==> config.mk <==
export PLATFORM = sky130hd
export DESIGN_NAME = sha256_hash_engine_flat
export DESIGN_NICKNAME = d
export VERILOG_FILES = /design/src/rtl/core/sha_pkg.sv /design/src/rtl/core/sha_if.sv /design/src/rtl/core/sha256_hash_engine.sv /design/src/flat_wrapper.sv
export SDC_FILE = /design/constraint.sdc
export NUM_CORES = 2
export LEC_CHECK = 0
export BUFFER_PORTS_ARGS = -buffer_cell sky130_fd_sc_hd__buf_2
export CAP_MARGIN = 20
export CORE_MARGIN = 2
export CORE_UTILIZATION = 62
export CTS_CLUSTER_DIAMETER = 60
export DETAILED_ROUTE_END_ITERATION = 16
export PLACE_DENSITY = 0.74
export SYNTH_ARGS = -nofsm -noshare
export SYNTH_HDL_FRONTEND = slang
export SYNTH_SLANG_ARGS = --single-unit
==> constraint.sdc <==
create_clock -name clk_i -period 30.3 [get_ports clk_i]
set_input_delay 4.545 -clock clk_i [delete_from_list [all_inputs] [get_ports clk_i]]
set_output_delay 4.545 -clock clk_i [all_outputs]
set_load 0.03 [all_outputs]
==> src/rtl/core/sha_pkg.sv <==
// Package for the SHA-256 engine: constants, types and round functions.
package sha_pkg;

  localparam int unsigned WordW   = 32;
  localparam int unsigned LenW    = 61;
  localparam int unsigned Rounds  = 64;

  typedef logic [WordW-1:0] word_t;

  // Round constants
  function automatic word_t round_k(input logic [5:0] idx);
    word_t k;
    unique case (idx)
      6'd0:  k = 32'h428a2f98; 6'd1:  k = 32'h71374491; 6'd2:  k = 32'hb5c0fbcf;
      6'd3:  k = 32'he9b5dba5; 6'd4:  k = 32'h3956c25b; 6'd5:  k = 32'h59f111f1;
      6'd6:  k = 32'h923f82a4; 6'd7:  k = 32'hab1c5ed5; 6'd8:  k = 32'hd807aa98;
      6'd9:  k = 32'h12835b01; 6'd10: k = 32'h243185be; 6'd11: k = 32'h550c7dc3;
      6'd12: k = 32'h72be5d74; 6'd13: k = 32'h80deb1fe; 6'd14: k = 32'h9bdc06a7;
      6'd15: k = 32'hc19bf174; 6'd16: k = 32'he49b69c1; 6'd17: k = 32'hefbe4786;
      6'd18: k = 32'h0fc19dc6; 6'd19: k = 32'h240ca1cc; 6'd20: k = 32'h2de92c6f;
      6'd21: k = 32'h4a7484aa; 6'd22: k = 32'h5cb0a9dc; 6'd23: k = 32'h76f988da;
      6'd24: k = 32'h983e5152; 6'd25: k = 32'ha831c66d; 6'd26: k = 32'hb00327c8;
      6'd27: k = 32'hbf597fc7; 6'd28: k = 32'hc6e00bf3; 6'd29: k = 32'hd5a79147;
      6'd30: k = 32'h06ca6351; 6'd31: k = 32'h14292967; 6'd32: k = 32'h27b70a85;
      6'd33: k = 32'h2e1b2138; 6'd34: k = 32'h4d2c6dfc; 6'd35: k = 32'h53380d13;
      6'd36: k = 32'h650a7354; 6'd37: k = 32'h766a0abb; 6'd38: k = 32'h81c2c92e;
      6'd39: k = 32'h92722c85; 6'd40: k = 32'ha2bfe8a1; 6'd41: k = 32'ha81a664b;
      6'd42: k = 32'hc24b8b70; 6'd43: k = 32'hc76c51a3; 6'd44: k = 32'hd192e819;
      6'd45: k = 32'hd6990624; 6'd46: k = 32'hf40e3585; 6'd47: k = 32'h106aa070;
      6'd48: k = 32'h19a4c116; 6'd49: k = 32'h1e376c08; 6'd50: k = 32'h2748774c;
      6'd51: k = 32'h34b0bcb5; 6'd52: k = 32'h391c0cb3; 6'd53: k = 32'h4ed8aa4a;
      6'd54: k = 32'h5b9cca4f; 6'd55: k = 32'h682e6ff3; 6'd56: k = 32'h748f82ee;
      6'd57: k = 32'h78a5636f; 6'd58: k = 32'h84c87814; 6'd59: k = 32'h8cc70208;
      6'd60: k = 32'h90befffa; 6'd61: k = 32'ha4506ceb; 6'd62: k = 32'hbef9a3f7;
      default: k = 32'hc67178f2;
    endcase
    return k;
  endfunction

  // Initial hash values
  function automatic word_t init_h(input logic [2:0] idx);
    word_t h;
    unique case (idx)
      3'd0: h = 32'h6a09e667; 3'd1: h = 32'hbb67ae85;
      3'd2: h = 32'h3c6ef372; 3'd3: h = 32'ha54ff53a;
      3'd4: h = 32'h510e527f; 3'd5: h = 32'h9b05688c;
      3'd6: h = 32'h1f83d9ab; default: h = 32'h5be0cd19;
    endcase
    return h;
  endfunction

  function automatic word_t rotr(input word_t x, input int unsigned n);
    return (x >> n) | (x << (WordW - n));
  endfunction

endpackage

==> src/rtl/core/sha_if.sv <==
// Handshake channel interfaces for the SHA-256 engine.
interface sha_in_if;
  logic        valid;
  logic        ready;
  logic [31:0] message_word;
  logic [2:0]  valid_bytes;
  logic        end_of_message;
  modport source (output valid, message_word, valid_bytes, end_of_message, input ready);
  modport sink (input valid, message_word, valid_bytes, end_of_message, output ready);
endinterface

interface sha_out_if;
  logic        valid;
  logic        ready;
  logic [31:0] digest_word;
  logic [2:0]  word_index;
  logic        last_word;
  modport source (output valid, digest_word, word_index, last_word, input ready);
  modport sink (input valid, digest_word, word_index, last_word, output ready);
endinterface

==> src/rtl/core/sha256_hash_engine.sv <==
// SHA-256 engine top level: byte packing, padding sequencer and round unit.
// Bytes are packed one per cycle, except while a full block is compressed; ready stays low
// until the accepted word is packed, so no new word is taken before the last one is done.
// A full block runs 64 rounds on one shared round unit, plus the chain update; end of
// message adds zero fill (one byte per cycle), one or two blocks, then 8 words.
// Reset: asynchronous active low; chain hash to initial values, length zero.
module sha256_hash_engine (
  input  logic         clk_i,
  input  logic         rst_ni,
  sha_in_if.sink       in_i,
  sha_out_if.source    out_o
);
  import sha_pkg::*;

  localparam logic [2:0] StIdle  = 3'd0;
  localparam logic [2:0] StByte  = 3'd1;
  localparam logic [2:0] StRound = 3'd2;
  localparam logic [2:0] StAdd   = 3'd3;
  localparam logic [2:0] StPad   = 3'd4;
  localparam logic [2:0] StOut   = 3'd5;

  logic [2:0]      state_q, state_d;
  word_t           hash_q [8];
  word_t           vars_q [8];
  word_t           sched_q [16];
  word_t           buf_q [16];  // block buffer, four bytes per entry, first byte on top
  logic [LenW-1:0] len_q;
  logic [31:0]     word_q;
  logic [2:0]      cnt_q;
  logic            fin_q;
  logic [5:0]      rnd_q;
  logic [5:0]      pad_pos_q;
  logic            pad_q;    // compressing during padding
  logic            last_blk_q;
  logic [2:0]      oidx_q;
  logic [63:0]     bits_q;

  assign in_i.ready        = (state_q == StIdle);
  assign out_o.valid       = (state_q == StOut);
  assign out_o.digest_word = hash_q[oidx_q];
  assign out_o.word_index  = oidx_q;
  assign out_o.last_word   = (oidx_q == 3'd7);

  // Round datapath
  word_t w_cur, s0, s1, t1, t2, w2, w15;
  always_comb begin
    w2  = sched_q[4'(rnd_q - 6'd2)];
    w15 = sched_q[4'(rnd_q - 6'd15)];
    s1  = rotr(w2, 17) ^ rotr(w2, 19) ^ (w2 >> 10);
    s0  = rotr(w15, 7) ^ rotr(w15, 18) ^ (w15 >> 3);
    if (rnd_q < 6'd16) begin
      w_cur = buf_q[rnd_q[3:0]];
    end else begin
      w_cur = s1 + sched_q[4'(rnd_q - 6'd7)] + s0 + sched_q[rnd_q[3:0]];
    end
    t1 = vars_q[7] + (rotr(vars_q[4], 6) ^ rotr(vars_q[4], 11) ^ rotr(vars_q[4], 25))
       + ((vars_q[4] & vars_q[5]) ^ (~vars_q[4] & vars_q[6])) + round_k(rnd_q) + w_cur;
    t2 = (rotr(vars_q[0], 2) ^ rotr(vars_q[0], 13) ^ rotr(vars_q[0], 22))
       + ((vars_q[0] & vars_q[1]) ^ (vars_q[0] & vars_q[2]) ^ (vars_q[1] & vars_q[2]));
  end

  logic [2:0] eff_cnt;
  assign eff_cnt = (in_i.valid_bytes > 3'd4) ? 3'd4 : in_i.valid_bytes;

  logic [5:0] pos;
  assign pos = len_q[5:0];

  always_comb begin
    state_d = state_q;
    unique case (state_q)
      StIdle:  if (in_i.valid) state_d = StByte;
      StByte, StRound, StAdd, StPad: state_d = state_q;
      StOut:   state_d = state_q;
      default: state_d = StIdle;
    endcase
  end

  // Sequencer
  always_ff @(posedge clk_i or negedge rst_ni) begin
    if (!rst_ni) begin
      state_q <= StIdle;
      len_q   <= '0;
      rnd_q   <= '0;
      oidx_q  <= '0;
      pad_q   <= 1'b0;
      for (int i = 0; i < 8; i++) hash_q[i] <= init_h(3'(i));
    end else begin
      unique case (state_q)
        StIdle: begin
          if (in_i.valid) begin
            word_q  <= in_i.message_word;
            cnt_q   <= eff_cnt;
            fin_q   <= in_i.end_of_message;
            state_q <= state_d;
          end
        end
        StByte: begin
          if (cnt_q != 3'd0) begin
            buf_q[pos[5:2]][{~pos[1:0], 3'b000} +: 8] <= word_q[31:24];
            word_q     <= {word_q[23:0], 8'h00};
            cnt_q      <= cnt_q - 3'd1;
            len_q      <= len_q + 1'b1;
            if (pos == 6'd63) begin
              pad_q   <= 1'b0;
              rnd_q   <= '0;
              for (int i = 0; i < 8; i++) vars_q[i] <= hash_q[i];
              state_q <= StRound;
            end
          end else if (fin_q) begin
            bits_q     <= {len_q, 3'b000};
            buf_q[pos[5:2]][{~pos[1:0], 3'b000} +: 8] <= 8'h80;
            pad_pos_q  <= pos + 6'd1;
            last_blk_q <= (pos < 6'd56);
            if (pos == 6'd63) begin
              // marker ends the block: compress it, length goes in a second block
              pad_q   <= 1'b1;
              rnd_q   <= '0;
              for (int i = 0; i < 8; i++) vars_q[i] <= hash_q[i];
              state_q <= StRound;
            end else begin
              state_q <= StPad;
            end
          end else begin
            state_q <= StIdle;
          end
        end
        StPad: begin
          // zero fill, then the 64-bit bit length in the last block
          if (last_blk_q && pad_pos_q == 6'd56) begin
            buf_q[4'd14] <= bits_q[63:32];
            buf_q[4'd15] <= bits_q[31:0];
            pad_q   <= 1'b1;
            rnd_q   <= '0;
            for (int i = 0; i < 8; i++) vars_q[i] <= hash_q[i];
            state_q <= StRound;
          end else begin
            buf_q[pad_pos_q[5:2]][{~pad_pos_q[1:0], 3'b000} +: 8] <= 8'h00;
            pad_pos_q <= pad_pos_q + 6'd1;
            if (pad_pos_q == 6'd63) begin
              pad_q   <= 1'b1;
              rnd_q   <= '0;
              for (int i = 0; i < 8; i++) vars_q[i] <= hash_q[i];
              state_q <= StRound;
            end
          end
        end
        StRound: begin
          if (rnd_q >= 6'd16) sched_q[rnd_q[3:0]] <= w_cur;
          else sched_q[rnd_q[3:0]] <= w_cur;
          vars_q[7] <= vars_q[6]; vars_q[6] <= vars_q[5]; vars_q[5] <= vars_q[4];
          vars_q[4] <= vars_q[3] + t1;
          vars_q[3] <= vars_q[2]; vars_q[2] <= vars_q[1]; vars_q[1] <= vars_q[0];
          vars_q[0] <= t1 + t2;
          rnd_q <= rnd_q + 6'd1;
          if (rnd_q == 6'(Rounds - 1)) state_q <= StAdd;
        end
        StAdd: begin
          for (int i = 0; i < 8; i++) hash_q[i] <= hash_q[i] + vars_q[i];
          if (!pad_q) begin
            state_q <= StByte;
          end else if (last_blk_q) begin
            oidx_q  <= '0;
            state_q <= StOut;
          end else begin
            // second padding block: zeros then length
            last_blk_q <= 1'b1;
            pad_pos_q  <= '0;
            state_q    <= StPad;
          end
        end
        StOut: begin
          if (out_o.ready) begin
            oidx_q <= oidx_q + 3'd1;
            if (oidx_q == 3'd7) begin
              for (int i = 0; i < 8; i++) hash_q[i] <= init_h(3'(i));
              len_q   <= '0;
              state_q <= StIdle;
            end
          end
        end
        default: state_q <= StIdle;
      endcase
    end
  end

`ifndef SYNTHESIS
  a_rdy_idle: assert property (@(posedge clk_i) disable iff (!rst_ni)
    in_i.ready |-> !out_o.valid) else $error("ready while emitting");
  a_out_reset: assert property (@(posedge clk_i) disable iff (!rst_ni)
    (out_o.valid && out_o.ready && out_o.last_word) |=> (len_q == '0))
    else $error("length not restarted");
  a_round_end: assert property (@(posedge clk_i) disable iff (!rst_ni)
    (state_q == StRound && rnd_q == 6'd63) |=> (state_q == StAdd))
    else $error("round count");
`endif
endmodule

==> src/flat_wrapper.sv <==
// flat-port wrapper written by rule: the top's interface ports become plain ports
module sha256_hash_engine_flat import sha_pkg::*;
  (clk_i, rst_ni, in_i_valid, in_i_message_word, in_i_valid_bytes, in_i_end_of_message, in_i_ready, out_o_valid, out_o_digest_word, out_o_word_index, out_o_last_word, out_o_ready);
  sha_in_if in_i_i ();
  sha_out_if out_o_i ();
  input  logic clk_i;
  input  logic rst_ni;
  input wire logic [$bits(in_i_i.valid)-1:0] in_i_valid;
  input wire logic [$bits(in_i_i.message_word)-1:0] in_i_message_word;
  input wire logic [$bits(in_i_i.valid_bytes)-1:0] in_i_valid_bytes;
  input wire logic [$bits(in_i_i.end_of_message)-1:0] in_i_end_of_message;
  output wire logic [$bits(in_i_i.ready)-1:0] in_i_ready;
  output wire logic [$bits(out_o_i.valid)-1:0] out_o_valid;
  output wire logic [$bits(out_o_i.digest_word)-1:0] out_o_digest_word;
  output wire logic [$bits(out_o_i.word_index)-1:0] out_o_word_index;
  output wire logic [$bits(out_o_i.last_word)-1:0] out_o_last_word;
  input wire logic [$bits(out_o_i.ready)-1:0] out_o_ready;
  assign in_i_i.valid = in_i_valid;
  assign in_i_i.message_word = in_i_message_word;
  assign in_i_i.valid_bytes = in_i_valid_bytes;
  assign in_i_i.end_of_message = in_i_end_of_message;
  assign in_i_ready = in_i_i.ready;
  assign out_o_valid = out_o_i.valid;
  assign out_o_digest_word = out_o_i.digest_word;
  assign out_o_word_index = out_o_i.word_index;
  assign out_o_last_word = out_o_i.last_word;
  assign out_o_i.ready = out_o_ready;
  sha256_hash_engine u_core (.clk_i(clk_i), .rst_ni(rst_ni), .in_i(in_i_i), .out_o(out_o_i));
endmodule
Word-level counts from Yosys, hierarchy flattened
Memories as Yosys holds them, arrays and structs flattened.
Index checks and enable logic that the tools add are counted.

word-level totals
  output and inout port bits = 38
  register bits = 434
  logic and storage cells = 378
  bits in writable memories = 1,280
  input bits = 40
  memory bits (read-only) = 2,048
  memories kept = 4

memory list
  memory           depth  width  rd ports  clocked after memory_dff  wr ports  line                      source
  (no name shown)  64     32     1         0                         0         sha_pkg.sv:13             unique case (idx)
  u_core.buf_q     16     32     1         0                         2         sha256_hash_engine.sv:26  word_t buf_q [16];
  u_core.sched_q   16     32     4         0                         1         sha256_hash_engine.sv:25  word_t sched_q [16];
  u_core.vars_q    8      32     8         0                         8         sha256_hash_engine.sv:24  word_t vars_q [8];

cells by class
  multiplexer cells = 162
  equality and inequality tests = 25
  reduce and logical (&&, ||, !) cells = 33
  shift-type cells = 5
  add/subtract/negate cells = 29
  bitwise gates (word level) = 96
  order comparisons = 5

operators with widths
  kind                                                       number
  two-way mux 32 bit                                         45
  adder 32 bit                                               18
  two-way mux 256 bit                                        2
  case mux 256 bit (2 select lines)                          1
  bitwise XOR 32 bit                                         9
  two-way mux 61 bit                                         3
  AND 32 bit                                                 5
  case mux 61 bit (2 select lines)                           1
  binary-select mux 32 bit (select 3 bit)                    1
  two-way mux 1 bit                                          72
  OR 1 bit                                                   65
  case mux 32 bit (2 select lines)                           1
  OR reduction 32 bit                                        2
  variable shift 8 x 7 -> 32 bit, first input constant       2
  indexed part select 8 x 7 -> 32 bit, first input constant  2
  adder 61 x 1 -> 61 bit, second input constant              1
  two-way mux 6 bit                                          10
  two-way mux 3 bit                                          17
  case mux 6 bit (3 select lines)                            2
  inverter 32 bit                                            1
  OR 10 x 32 -> 32 bit                                       1
  OR 13 x 32 -> 32 bit                                       1
  OR 14 x 32 -> 32 bit                                       1
  OR 15 x 32 -> 32 bit                                       1
  other kinds (45)                                           91

Depth between registers and ports, before layout
An unclocked memory read counts as a cell.

  word-level depth = 12
  gate-level depth with buffers = 56
  depth with buffers taken out = 52

Least setup slack after synthesis
Ideal clock, no wire load.

  path kind = register to register
  start = register u_core.rnd_q[1]
  end = memory u_core.vars_q[0][31] (netlist bit), data pin
  setup slack = 17,951 ps
  required time = 30,036 ps
  period minus slack after synthesis = 12,349 ps
  data arrival time = 12,085 ps
  buffers on the path = 8
  cell stages (with the launch flop) = 53
  cells stage by stage = dfrtp_1 clkbuf_1 buf_2 inv_1 clkbuf_1 ha_1 buf_2 buf_1 buf_2 buf_2 buf_1 mux4_2 mux4_2 inv_1 fa_1 inv_1 fa_1 ha_1 (+17 left out) nor2_1 xnor2_1 inv_1 fa_1 inv_1 ha_1 a21o_1 a21o_1 a21oi_1 o21ai_0 a211oi_1 o211ai_1 a31oi_1 o21bai_1 a21oi_1 xnor2_1 xnor2_1 o21ai_1

RTL lines
  item                    line                       source
  from (decl)             sha256_hash_engine.sv:31   logic [5:0] rnd_q;
  from (signal assigned)  sha256_hash_engine.sv:154  rnd_q <= rnd_q + 6'd1;
  to (decl)               sha256_hash_engine.sv:24

==> run metrics <==
share of cells above drive strength 1 16.4%; Mapped Avg Cell Area 12.2 µm²; outcome complete, no violations; CTS Buf Count 187; cell count after synthesis 8652; number of distinct library cells after synthesis 103; setup_tns 0 ns; EDFF count, synth 1381; initial core utilization 62.3%; Final Skew 0.0716 ns; I/O pin count 78; first-pass GRT wire length 487000 µm; CTS tree built; WL final 329000 µm; max-cap violation count 0; initial antenna violation count 5; CP Capture Type flop; crit path max fanout 57; Worst Reg-to-Reg Cells 46; CP Launch Type flop; Fin. Hold Viols 0; DRC errors left 0; Util after Layout 67.7%; number of gates resized after cts 0; wire length per cell 30.1 µm; largest net degree at the start of global routing 153; CP max stage delay 0.85 ns; # setup viols final 0; gr ovfl total 0; multi-input logic area 52200 µm²; synthesis-to-layout area growth 8.64%; initial DRC count 11300; # fillers 11800; Final GP Congestion 1.04; Initial DRT Pass Iterations 9; worst r2r src u_core.rnd_q[0]; clk buf depth 3; Worst path slowest cell buf_4; Pins Over Slew Limit 0; Reg clk slew, reported paths 0.06 ns; asr flop ratio synth 19.3%; full die area 173000 µm²; Hold Crit Start u_core.len_q[60]; fmax 0.0659 GHz; chip height 416 µm; RSZ-0062 raised after global routing false; post-synthesis register bit count 1714; WHS Endpoint u_core.bits_q[63]; post-DP HPWL 227000 µm; FF+latch area 50000 µm²; nets@finish 9202; min-delay worst type flop to flop; Worst Max-Slew Pin Slew 1.35 ns; cts hold-fix bufs 0; H-tree depth 4; R2R Setup Slk 15.14 ns; hold path depth 0; clock sinks 1714; via count 76400; worst setup path class flop to flop; Synth Flop Type edfxtp_1; routed vias/inst 6.98; RR Endpoint u_core.vars_q[0][31]; CP startpoint u_core.rnd_q[0]; sequential cell area fraction in the yosys report 47.4%; gr usage total 38.0%; Core Footprint 169000 µm²; Synth Cell Area 105000 µm²; worst path required time 30.92 ns; Root Buffer clkbuf_16; Slew headroom 10.1%; row count 151; antenna-violating nets left 0; crit share post-route 50.0%; syn nets 9290; die width 416 µm; final worst path period need 15.16 ns; Worst EP arrival 15.78 ns; later-pin clock latency in the skew report 0.91 ns; Setup Fix Bufs, Post-CTS 0; vias in the first global route 73100; Synth Warn # 0; number of buffers added on ports 77
## worst max-delay path, delay by kind of cell, from the launching register on
kind	cells	cell delay (ns)
compound gates	20	5.22
fa+ha+maj	8	3.42
buf+inv	7	2.52
mux	2	1.23
xor+xnor	6	1.16
flops	1	0.61
simple gates	3	0.56
## synthesized netlist by cell type (72+ instances only)
cell type     n  area, µm²
nor3_1       72        360
a21oi_1     529       2650
fa_1        195       3900
nor2_1      479       1800
nand2_1    1165       4370
ha_1        403       5040
xnor2_1     358       3140
mux4_2      656      14800
xor2_1      267       2340
dfrtp_1     194       4850
o21ai_0     466       2330
a21o_1      188       1410
edfxtp_1   1381      41500
mux2i_1     159       1590
nand3_1     117        586
clkbuf_1    364       1370
inv_1       394       1480
dfstp_2     136       3570
## logic make-up (layout without fill, tap and decap cells)
| logic type | count (synthesis) | after routing | synth area share [%] |
|---|---|---|---|
| AO/OA/AOI/OAI | 1779 | 1779 | 10.7 |
| buffers and inverters | 892 | 968 | 3.27 |
| other | 0 | 2 | 0 |
| adder cells (fa/ha/maj) | 616 | 616 | 8.66 |
| AND/OR/NAND/NOR | 2171 | 2171 | 8.83 |
| multiplexers | 853 | 853 | 15.9 |
| XOR/XNOR | 627 | 627 | 5.24 |
| flip-flops | 1714 | 1714 | 47.4 |
## registers in the layout (all words and copies together) (netlist names), 32 cells and up
signal,count
u_core.word_q,32
u_core.hash_q,256
u_core.sched_q,512
u_core.len_q,61
u_core.vars_q,256
u_core.bits_q,61
u_core.buf_q,512
## metrics by stage
step                      instances  instance area (µm²)  setup WS (ns)  hold slack [ns]
after detailed placement      10600               108000          15.58            0.464
final                         10900               114000          15.14            0.479
after global routing          10900               114000          14.48            0.490
after floorplan                8652               105000          17.95            0.423
after global placement        10600               108000          15.76            0.461
after CTS                     10900               114000          15.50            0.480
## per-layer routing
layer	vias to the layer above	part of all wire, %	track usage [%]
met2	5274	44	55.7
li1	32100	-	-
met3	805	13	10.5
met1	38200	39	55.1
met4	6	3.9	12.8
met5	-	0.014	0
## worst max-delay path by stage
stage                     slack [ns]  cells past startpoint                    to
after floorplan                17.95                     52  u_core.vars_q[0][31]
after global placement         15.76                     47  u_core.vars_q[0][31]
after detailed placement       15.58                     47  u_core.vars_q[0][31]
after CTS                      15.50                     47  u_core.vars_q[0][31]
after global routing           14.48                     46  u_core.vars_q[0][31]
final                          15.14                     46  u_core.vars_q[0][31]
## cell usage in the layout (no fill, tap or decap), types with 54 or more instances in the layout
cell type / n
buf_2: 82
xor2_1: 267
fa_1: 195
a21oi_1: 529
clkbuf_16: 191
nand2_1: 1161
inv_1: 394
xnor2_1: 358
dfstp_2: 136
o21bai_1: 54
nor2_1: 461
edfxtp_1: 1381
mux2i_1: 159
buf_4: 126
ha_1: 399
dfrtp_1: 186
o21ai_0: 461
and2_1: 63
nand2b_1: 64
a21o_1: 188
nor3_1: 72
nand3_1: 117
a22o_1: 57
mux4_2: 656
## layout make-up
type,instances,share of cell area (%)
Antenna cell,2,0.00437
Clock buffer,240,4.47
Clock inverter,113,1.19
Inverter,396,1.30
Multi-Input combinational cell,6046,45.6
Sequential cell,1714,43.7
Tap cell,2218,2.42
Timing Repair Buffer,219,1.35
Power is not shown: default switching activity piles up to over one toggle a cycle in this logic, so the estimate is an artifact.
